## src/hw/rtl/ifd_pkg.sv

```systemverilog
package ifd_pkg;

    localparam int FRAME_BYTES = 57;
    localparam int WORD_COUNT  = 6;
    localparam int WORD_BYTES  = 24;
    localparam int WORD_W      = 32;
    localparam int ADDR_W      = $clog2(WORD_COUNT);
    localparam int OUT_W       = WORD_COUNT * WORD_W;

    localparam logic [7:0]        SYNC_BYTE  = 8'h5a;
    localparam logic [7:0]        LAST_INDEX = 8'(FRAME_BYTES - 1);
    localparam logic [7:0]        DATA_END   = 8'(WORD_BYTES);
    localparam logic [ADDR_W-1:0] LAST_WORD  = ADDR_W'(WORD_COUNT - 1);

    typedef enum logic [1:0] {
        PH_HUNT1   = 2'd0,
        PH_HUNT2   = 2'd1,
        PH_COLLECT = 2'd2
    } ifd_phase_t;

    // One word write into the sample store.
    typedef struct packed {
        logic              en;
        logic [ADDR_W-1:0] addr;
        logic [WORD_W-1:0] data;
    } ifd_wr_t;

    // Read side of the sample store.
    typedef struct packed {
        logic              en;
        logic [ADDR_W-1:0] addr;
    } ifd_rd_t;

    typedef struct packed {
        logic pend;
        logic busy;
        logic cap_last;
    } ifd_rd_stat_t;

endpackage

```

## src/hw/rtl/ifd_ram.sv

```systemverilog
module ifd_ram #(
    parameter int WIDTH = 32,
    parameter int DEPTH = 6
) (
    input  logic                     aclk,
    input  logic                     wr_en,
    input  logic [$clog2(DEPTH)-1:0] wr_addr,
    input  logic [WIDTH-1:0]         wr_data,
    input  logic                     rd_en,
    input  logic [$clog2(DEPTH)-1:0] rd_addr,
    output logic [WIDTH-1:0]         rd_data
);

    logic [WIDTH-1:0] mem [DEPTH];
    logic [WIDTH-1:0] rd_data_reg;

    always_ff @(posedge aclk) begin
        if (wr_en) begin
            mem[wr_addr] <= wr_data;
        end
        if (rd_en) begin
            rd_data_reg <= mem[rd_addr];
        end
    end

    assign rd_data = rd_data_reg;

endmodule

```

## src/hw/rtl/ifd_parser.sv

```systemverilog
module ifd_parser (
    input  logic           aclk,
    input  logic           aresetn,
    input  logic           accept,
    input  logic [7:0]     rx_byte,
    output ifd_pkg::ifd_wr_t wr,
    output logic           frame_good
);
    import ifd_pkg::*;

    ifd_phase_t  phase_reg, phase_next;
    logic [7:0]  idx_reg, idx_next;
    logic [7:0]  sum_reg, sum_next;
    logic [23:0] asm_reg, asm_next;

    always_ff @(posedge aclk) begin
        if (!aresetn) begin
            phase_reg <= PH_HUNT1;
            idx_reg   <= '0;
            sum_reg   <= '0;
        end else begin
            phase_reg <= phase_next;
            idx_reg   <= idx_next;
            sum_reg   <= sum_next;
        end
        asm_reg <= asm_next;
    end

    always_comb begin
        phase_next = phase_reg;
        idx_next   = idx_reg;
        sum_next   = sum_reg;
        asm_next   = asm_reg;
        wr         = '0;
        frame_good = 1'b0;
        if (accept) begin
            unique case (phase_reg)
                PH_HUNT2: begin
                    // A failed second sync byte is not retried as a first one.
                    phase_next = (rx_byte == SYNC_BYTE) ? PH_COLLECT : PH_HUNT1;
                    idx_next   = '0;
                    sum_next   = '0;
                end
                PH_COLLECT: begin
                    if (idx_reg < DATA_END) begin
                        // Little-endian assembly: each new byte enters at the top.
                        asm_next = {rx_byte, asm_reg[23:8]};
                        if (idx_reg[1:0] == 2'b11) begin
                            wr.en   = 1'b1;
                            wr.addr = idx_reg[2 +: ADDR_W];
                            wr.data = {rx_byte, asm_reg[23:0]};
                        end
                    end
                    if (idx_reg == LAST_INDEX) begin
                        frame_good = (rx_byte == sum_reg);
                        phase_next = PH_HUNT1;
                        idx_next   = '0;
                        sum_next   = '0;
                    end else begin
                        sum_next = sum_reg + rx_byte;
                        idx_next = idx_reg + 8'd1;
                    end
                end
                default: begin
                    phase_next = (rx_byte == SYNC_BYTE) ? PH_HUNT2 : PH_HUNT1;
                end
            endcase
        end
    end

endmodule

```

## src/hw/rtl/ifd_readout.sv

```systemverilog
module ifd_readout (
    input  logic                      aclk,
    input  logic                      aresetn,
    input  logic                      frame_good,
    output ifd_pkg::ifd_rd_t          rd,
    input  logic [ifd_pkg::WORD_W-1:0] rd_data,
    output logic                      m_tvalid,
    input  logic                      m_tready,
    output logic [ifd_pkg::OUT_W-1:0] m_tdata,
    output logic                      hold,
    output ifd_pkg::ifd_rd_stat_t     stat
);
    import ifd_pkg::*;

    logic                                pend_reg, pend_next;
    logic                                busy_reg, busy_next;
    logic [ADDR_W-1:0]                   addr_reg, addr_next;
    logic                                cap_v_reg;
    logic [ADDR_W-1:0]                   cap_idx_reg;
    logic                                tvalid_reg, tvalid_next;
    logic [WORD_COUNT-1:0][WORD_W-1:0]   tdata_reg, tdata_next;
    logic                                start;

    always_ff @(posedge aclk) begin
        if (!aresetn) begin
            pend_reg   <= 1'b0;
            busy_reg   <= 1'b0;
            addr_reg   <= '0;
            cap_v_reg  <= 1'b0;
            tvalid_reg <= 1'b0;
        end else begin
            pend_reg   <= pend_next;
            busy_reg   <= busy_next;
            addr_reg   <= addr_next;
            cap_v_reg  <= rd.en;
            tvalid_reg <= tvalid_next;
        end
        cap_idx_reg <= rd.addr;
        tdata_reg   <= tdata_next;
    end

    // The sweep starts only once the output word has been taken.
    assign start = pend_reg && !tvalid_reg;

    always_comb begin
        pend_next   = (pend_reg && !start) || frame_good;
        busy_next   = busy_reg;
        addr_next   = addr_reg;
        rd          = '0;
        tvalid_next = tvalid_reg && !m_tready;
        tdata_next  = tdata_reg;
        if (start) begin
            rd.en     = 1'b1;
            rd.addr   = '0;
            busy_next = 1'b1;
            addr_next = ADDR_W'(1);
        end else if (busy_reg) begin
            rd.en   = 1'b1;
            rd.addr = addr_reg;
            if (addr_reg == LAST_WORD) begin
                busy_next = 1'b0;
            end else begin
                addr_next = addr_reg + ADDR_W'(1);
            end
        end
        if (cap_v_reg) begin
            tdata_next[cap_idx_reg] = rd_data;
            if (cap_idx_reg == LAST_WORD) begin
                tvalid_next = 1'b1;
            end
        end
    end

    assign m_tvalid      = tvalid_reg;
    assign m_tdata       = tdata_reg;
    assign hold          = pend_reg && tvalid_reg;
    assign stat.pend     = pend_reg;
    assign stat.busy     = busy_reg;
    assign stat.cap_last = cap_v_reg && (cap_idx_reg == LAST_WORD);

endmodule

```

## src/hw/rtl/imu_frame_deframer_unit.sv

```systemverilog
// Sensor link deframer. The slave channel takes one received byte per word
// (s_tdata) and may deliver a word in every cycle. The block hunts for the
// sync pair 0x5a 0x5a, collects a 57-byte frame and checks its last byte
// against the modulo-256 sum of the 56 bytes before it. A good frame gives
// one master word carrying the six 32-bit sample patterns (gyro x, y, z,
// accel x, y, z); a bad frame is dropped with no output.
// Samples are packed into 32-bit words and kept in a small six-entry RAM.
// After the last byte of a good frame, once no earlier result is held, the six
// words are read out, one per cycle, and m_tvalid rises once the last is captured.
// Throughput is one input byte per cycle while s_tready is high; frames are at
// least 59 bytes apart, which leaves the readout ample time.
// While a result waits on m_tready the block still takes input bytes; only
// when a second good frame has finished behind it does s_tready drop, until
// the held result is taken and the new readout starts.
// Reset (aresetn low, synchronous) returns to the hunt for the first sync
// byte and empties the output; the sample RAM itself is not cleared.
module imu_frame_deframer_unit (
    input  logic                      aclk,
    input  logic                      aresetn,
    input  logic                      s_tvalid,
    output logic                      s_tready,
    input  logic [7:0]                s_tdata,  // [7:0] rx_byte
    output logic                      m_tvalid,
    input  logic                      m_tready,
    // [31:0] gyro_x_bits, [63:32] gyro_y_bits, [95:64] gyro_z_bits,
    // [127:96] accel_x_bits, [159:128] accel_y_bits, [191:160] accel_z_bits
    output logic [ifd_pkg::OUT_W-1:0] m_tdata
);
    import ifd_pkg::*;

    logic         accept;
    logic         frame_good;
    logic         hold;
    ifd_wr_t      wr;
    ifd_rd_t      rd;
    ifd_rd_stat_t stat;
    logic [WORD_W-1:0] rd_data;

    assign s_tready = !hold;
    assign accept   = s_tvalid && s_tready;

    ifd_parser u_parser (
        .aclk       (aclk),
        .aresetn    (aresetn),
        .accept     (accept),
        .rx_byte    (s_tdata),
        .wr         (wr),
        .frame_good (frame_good)
    );

    ifd_ram #(
        .WIDTH (WORD_W),
        .DEPTH (WORD_COUNT)
    ) u_ram (
        .aclk    (aclk),
        .wr_en   (wr.en),
        .wr_addr (wr.addr),
        .wr_data (wr.data),
        .rd_en   (rd.en),
        .rd_addr (rd.addr),
        .rd_data (rd_data)
    );

    ifd_readout u_readout (
        .aclk       (aclk),
        .aresetn    (aresetn),
        .frame_good (frame_good),
        .rd         (rd),
        .rd_data    (rd_data),
        .m_tvalid   (m_tvalid),
        .m_tready   (m_tready),
        .m_tdata    (m_tdata),
        .hold       (hold),
        .stat       (stat)
    );

`ifndef SYNTHESIS
    // A good frame can never finish while an earlier one is still queued or read.
    a_good_idle: assert property (@(posedge aclk) disable iff (!aresetn)
        frame_good |-> (!stat.busy && !stat.pend))
        else $error("frame completed during readout");

    // A new frame must not overwrite the word being read out.
    a_no_clash: assert property (@(posedge aclk) disable iff (!aresetn)
        (wr.en && rd.en) |-> (wr.addr != rd.addr))
        else $error("sample store write and read collide");

    // Capturing the last word presents the result on the next cycle.
    a_cap_valid: assert property (@(posedge aclk) disable iff (!aresetn)
        stat.cap_last |=> m_tvalid)
        else $error("result not presented after readout");

    a_good_pend: assert property (@(posedge aclk) disable iff (!aresetn)
        frame_good |=> stat.pend)
        else $error("good frame not queued for readout");
`endif

endmodule
```

## config.mk

```make
export PLATFORM = sky130hd
export DESIGN_NAME = imu_frame_deframer_unit
export DESIGN_NICKNAME = d
export VERILOG_FILES = /design/src/hw/rtl/ifd_pkg.sv /design/src/hw/rtl/ifd_ram.sv /design/src/hw/rtl/ifd_parser.sv /design/src/hw/rtl/ifd_readout.sv /design/src/hw/rtl/imu_frame_deframer_unit.sv
export SDC_FILE = /design/constraint.sdc
export NUM_CORES = 1
export LEC_CHECK = 0
export CORE_ASPECT_RATIO = 0.7
export CORE_MARGIN = 2
export CORE_UTILIZATION = 55
export CTS_BUF_LIST = sky130_fd_sc_hd__clkbuf_4 sky130_fd_sc_hd__clkbuf_8
export DETAILED_ROUTE_END_ITERATION = 6
export DONT_BUFFER_PORTS = 1
export HOLD_SLACK_MARGIN = 0.03
export PLACE_DENSITY = 0.69
export SLEW_MARGIN = 30
export SYNTH_ARGS = -nofsm -noshare
export SYNTH_HDL_FRONTEND = slang
export SYNTH_SLANG_ARGS = --single-unit
```

## constraint.sdc

```tcl
create_clock -name aclk -period 5.1 [get_ports aclk]
set_clock_uncertainty 0.2 [all_clocks]
set_input_delay 0 -clock aclk [delete_from_list [all_inputs] [get_ports aclk]]
set_output_delay 0 -clock aclk [all_outputs]
set_load 0.005 [all_outputs]
```

# == Word level (Yosys, flattened, before mapping) ==
# Memories as Yosys holds them, arrays and structs flattened. A register that Yosys moved wholly into a read port is not among the register bits.
# Cells that the tools add are included.
# classes
n_addsub,3
n_lt_le_gt_ge,3
n_eq_ne,10
mux,30
n_bitwise,2
reduce_logical,19
# ops
cell,n
192-bit bitwise mux,1
36-bit two-way mux,4
32-bit demux with 3-bit select,1
32-bit two-way mux,1
8-bit one-hot mux with 2 select lines,2
8-bit two-way mux,2
1-bit two-way mux,14
"8-bit by 1-bit adder with 8-bit output, second input constant",1
8-bit adder,1
"8-bit by 6-bit equality test with 1-bit output, second input constant",1
"8-bit by 7-bit equality test with 1-bit output, second input constant",1
8-bit equality test,1
"8-bit by 5-bit < comparator with 1-bit output, second input constant",1
4-bit two-way mux,2
2-bit AND reduction,4
"3-bit equality test, second input constant",2
1-bit logical AND,6
"2-bit equality test, second input constant",2
1-bit zero test,4
"3-bit by 4-bit < comparator with 1-bit output, second input constant",1
2-bit two-way mux,2
"2-bit by 1-bit inequality test with 1-bit output, second input constant",2
2-bit one-hot mux with 2 select lines,1
2-bit nonzero test,2
7 further kinds,8
# totals
regBits,244
mem_bits_rw,192
output_inout_bits,194
memories,1
# mem_list
name,depth,width,read_ports,rd_clocked_by_memory_dff,write_ports,line_no,source
u_ram.mem,6,32,1,1,1,ifd_ram.sv:14,logic [WIDTH-1:0] mem [DEPTH];

# == Longest topological paths before layout ==
# logic_depth
ltp_word,7
mapped_depth,8
ltp_nobuf,7

# == Modules after synthesis ==
# Synthesis repeated with hierarchy kept, for this count alone.
# unflattened
hier_cells,861
area_unflattened_um2,16724.8
# by_module_without_submodules
module,instances,cells_per_inst,area_each_um2,seq_area_each_um2
ifd_ram,1,418,8379.3,6726.5
ifd_readout,1,239,6217.2,5965.7
ifd_parser,1,202,2118.3,1081.0
imu_frame_deframer_unit,1,2,10.0,0.0

# == Worst setup path after synthesis ==
# Ideal clock, no wire load.
# synth_path
kind,register to register
startpoint,register u_parser.idx_reg[4]
endpoint,memory u_ram.mem[5][0] (enable)
arrival_ps,3666
required_time_ps,4432
path_slack_ps,766
path_stages_with_launch,8
n_path_buf,2
cell_sequence,dfxtp_1 > buf_2 > a2111oi_0 > and3_1 > buf_2 > and2_1 > nand2_1 > nor3b_1
# synth_between
elab_chain_cells,6
# synth_lines
item,line_no,source
from (decl),ifd_parser.sv:12,"logic [7:0] idx_reg, idx_next;"
from (signal assigned),ifd_parser.sv:23,idx_reg <= idx_next;
8-bit by 5-bit < comparator with 1-bit output,ifd_parser.sv:45,if (idx_reg < DATA_END) begin
36-bit two-way mux (*),ifd_parser.sv:45,
36-bit two-way mux (*),ifd_parser.sv:37,unique case (phase_reg)
36-bit two-way mux (*),ifd_parser.sv:36,if (accept) begin
1-bit two-way mux,ifd_ram.sv:18,if (wr_en) begin
1-bit two-way mux (implied by the code),ifd_ram.sv:19,mem[wr_addr] <= wr_data;
to (decl),ifd_ram.sv:14,
# Mark *: on every way between the ends. The rest lies on a longest branch, timed or not.

# == Final worst setup path ==
# layout_path
startpoint,register u_parser.idx_reg[3]
endpoint,memory u_ram.mem[2][3] (enable)
# Same word-level chain as after synthesis.

==> out/summary.txt <==
Diode count = 0
DRC viols = 0
Kind of critical path = flip-flop to flip-flop
Die area = 31710 sq um
R2R Setup Slk = 1.56 ns
HPWL Detailed = 17850 microns
Total power = 7.092 mW
Post-layout util = 0.6228
P&R area growth vs syn = 11.84%
Comb pwr share = 0.005
Sequential area share after synthesis = 0.8270
GRT met3 Usage = 0.05519
Total internal power = 5.728 mW
Final ANT Viol Nets = 0
Largest net degree at the start of global routing = 70
Met2 Resource Use GR = 0.3066
Status = complete, no violations
Combined area of the multi-input logic cells = 2643 sq um
GR peak layer = met2
Max Cap Violations = 0
Hold Fails Final Rpt = 0
Via Count = 8087
Starting Density = 0.5569
Share of layout cells above drive strength 1 = 0.1851
Clock slew at reported path FFs = 0.06 ns
GRT Overall Usage = 0.2055
Req. time, crit path = 5.13 ns
Sequential share of power = 0.583
First-pass GRT wire length = 48350 microns
Rows = 53
Die H = 149.6 microns
Rel. slew slack = 0.3825
I/O pins = 206
Port bufs = 0
Worst VDD drop = 0.2545 mV
Buf/Inv on CP = 2
Layout net count = 953
Slowest cell on the critical path = and3b_1
Synthesized cell area = 16650 sq um
Filler cell count = 2045
Final Max Slew Viols = 0
Share of synthesized registers carrying an async set or reset = 0
Chip width = 212.0 microns
Clock power frac = 0.412
Fin Hold WS = 0.06902 ns
Routed len/inst = 23.21 microns
Hold_sp = s_tdata[6]
Critical Path Fanout Max = 57
Post-synth EDFFs = 440
CP most frequent cell = buf_4
Static leakage = 6.368 nW
RSZ-0062 raised after global routing = false
Worst Hold End = u_parser.asm_reg[22]
Clk buf depth = 3
CTS sink cnt = 468
CTS tree = yes
Syn. warnings = 0
Final setup TNS = 0 ns
Finish-stage setup viols = 0
1st-iter DRT viols = 835
Setup crit end kind = flip-flop
Initial antenna violation count = 0
Worst-Skew Late Latency = 0.59 ns
Number of global-route vias before repair = 8176
Total CTS buffers = 69
Met1 Resource Use GR = 0.2956
Reg2Reg Launch Point = u_parser.idx_reg[3]
Sw Share = 0.1923
Synth cell types = 59
Clk root buf = clkbuf_8
RD Place Congestion = 0.7781
Avg Inst Size Synth = 19.32 sq um
Worst EP arrival = 3.57 ns
Reg2reg end = u_ram.mem[2][3]
Number of synthesized register bits = 468
CP cell instances = a2111oi_0, and3_2, buf_4, and2_1, and2b_1, and3b_1, buf_4
Period utilisation layout = 0.6931
Min Tclk post-route = 3.535 ns
Primary FF master, synth = edfxtp_1
FF+latch area = 13770 sq um
Final wirelength = 32260 microns
Psw = 1.364 mW
R2R cell count = 7
Area post-placement = 17100 sq um
Cell Pwr Density = 380.7 nW/um^2
Cell count after synthesis = 862
Crit-path leading delay family = simple AND/OR/NAND/NOR gates
Final instance area = 18630 sq um
Min-Delay Path Class = input port to flip-flop
Post-CTS setup buffers = 0
Hold Path Depth = 1
Worst-Margin Slew = 0.9263 ns
Max Fclk = 282.9 MHz
DR vias/cell = 5.818
Largest incremental delay on the critical path = 0.57 ns
Core area = 29910 sq um
First-pass DRT Iterations = 5
Total congestion overflow = 0
Htree depth = 3
Mapped Nets = 889
Type of element launching the critical path = flip-flop
Yosys cell counts (11+ instances only):
cell | instances | area [sq um]
a21oi_1 | 11 | 55.05
dfxtp_1 | 28 | 560.5
ha_1 | 14 | 175.2
mux2_2 | 34 | 382.9
clkbuf_1 | 19 | 71.32
o21ai_1 | 30 | 150.1
nand3_1 | 11 | 55.05
mux2i_1 | 33 | 330.3
and3_1 | 37 | 231.5
nand2_1 | 15 | 56.30
nor2_1 | 21 | 78.83
edfxtp_1 | 440 | 13210
o22ai_1 | 32 | 200.2
o221ai_1 | 32 | 280.3
final cells by class:
class / count / area share
timing repair buffer: 33 / 0.01679
clock buffer: 93 / 0.06200
sequential: 468 / 0.7394
multi-input combinational: 344 / 0.1419
clock inverter: 30 / 0.01021
tap: 412 / 0.02768
inverter: 10 / 0.002015
logic make-up after synthesis:
family	Yosys count	synth area share
AO/OA/AOI/OAI	131	0.05304
multiplexers	67	0.04282
buffers and inverters	50	0.01780
flip-flops	468	0.8270
adder cells (fa/ha/maj)	15	0.01172
XOR/XNOR	12	0.006311
AND/OR/NAND/NOR	119	0.04132
power by group through the flow:
stage | sequential, mW | clock, mW | combinational [mW]
floorplan | 4.22 | 0 | 0.0139
finish | 4.14 | 2.92 | 0.0332
detailed placement | 4.22 | 0 | 0.0157
CTS | 4.14 | 2.99 | 0.0323
global placement | 4.22 | 0 | 0.0157
global route | 4.13 | 3.16 | 0.0350
routing by layer:
| metal | routed length, microns | share of wire |
|---|---|---|
| met5 | 0 | 0 |
| met4 | 588 | 0.018 |
| met3 | 1990 | 0.062 |
| met2 | 14920 | 0.46 |
| met1 | 14760 | 0.46 |
worst reg2reg max path, stage by stage (launching register included):
cell       delay [ns]
dfxtp_1          0.45
a2111oi_0        0.42
and3_2           0.23
buf_4            0.44
and2_1           0.22
and2b_1          0.17
and3b_1          0.57
buf_4            0.46
stage by stage:
stage          worst slack, ns  instances
3_5_place_dp             1.643       1250
5_1_grt                  1.288       1390
3_3_place_gp             1.732       1250
4_1_cts                  1.599       1389
2_1_floorplan           0.7662        862
6_report                 1.565       1390
placed cells by master (no fill, tap or decap), types with 5 or more instances in the layout:
| master | Yosys | routed |
|---|---|---|
| edfxtp_1 | 440 | 440 |
| clkbuf_8 | 0 | 73 |
| mux2_2 | 34 | 34 |
| and3_1 | 37 | 34 |
| mux2i_1 | 33 | 33 |
| o22ai_1 | 32 | 32 |
| o221ai_1 | 32 | 32 |
| o21ai_1 | 30 | 30 |
| dfxtp_1 | 28 | 28 |
| nor2_1 | 21 | 20 |
| clkbuf_4 | 0 | 20 |
| clkinv_1 | 0 | 16 |
| dlygate4sd3_1 | 0 | 16 |
| nand2_1 | 15 | 15 |
| buf_4 | 3 | 15 |
| ha_1 | 14 | 13 |
| nand3_1 | 11 | 11 |
| a21oi_1 | 11 | 11 |
| inv_1 | 10 | 10 |
| clkinv_2 | 0 | 9 |
| xnor2_1 | 7 | 7 |
| a22oi_1 | 6 | 6 |
| xor2_1 | 5 | 5 |
how the worst max path moves through the flow:
stage | end | slack [ns] | start | cells after the start
floorplan | u_ram.mem[5][0] | 0.77 | u_parser.idx_reg[4] | 7
global placement | u_ram.mem[0][12] | 1.73 | u_parser.idx_reg[3] | 7
detailed placement | u_ram.mem[0][12] | 1.64 | u_parser.idx_reg[3] | 7
CTS | u_ram.mem[0][30] | 1.60 | u_parser.idx_reg[3] | 7
global route | u_ram.mem[0][30] | 1.29 | u_parser.idx_reg[3] | 7
finish | u_ram.mem[2][3] | 1.56 | u_parser.idx_reg[3] | 7
repair_timing:
action,4_1_cts,5_1_grt
resized for setup,0,0
hold buffers,16,0
hold endpoints to repair,81,0
Note: power is estimated with default switching activity, not from simulation.
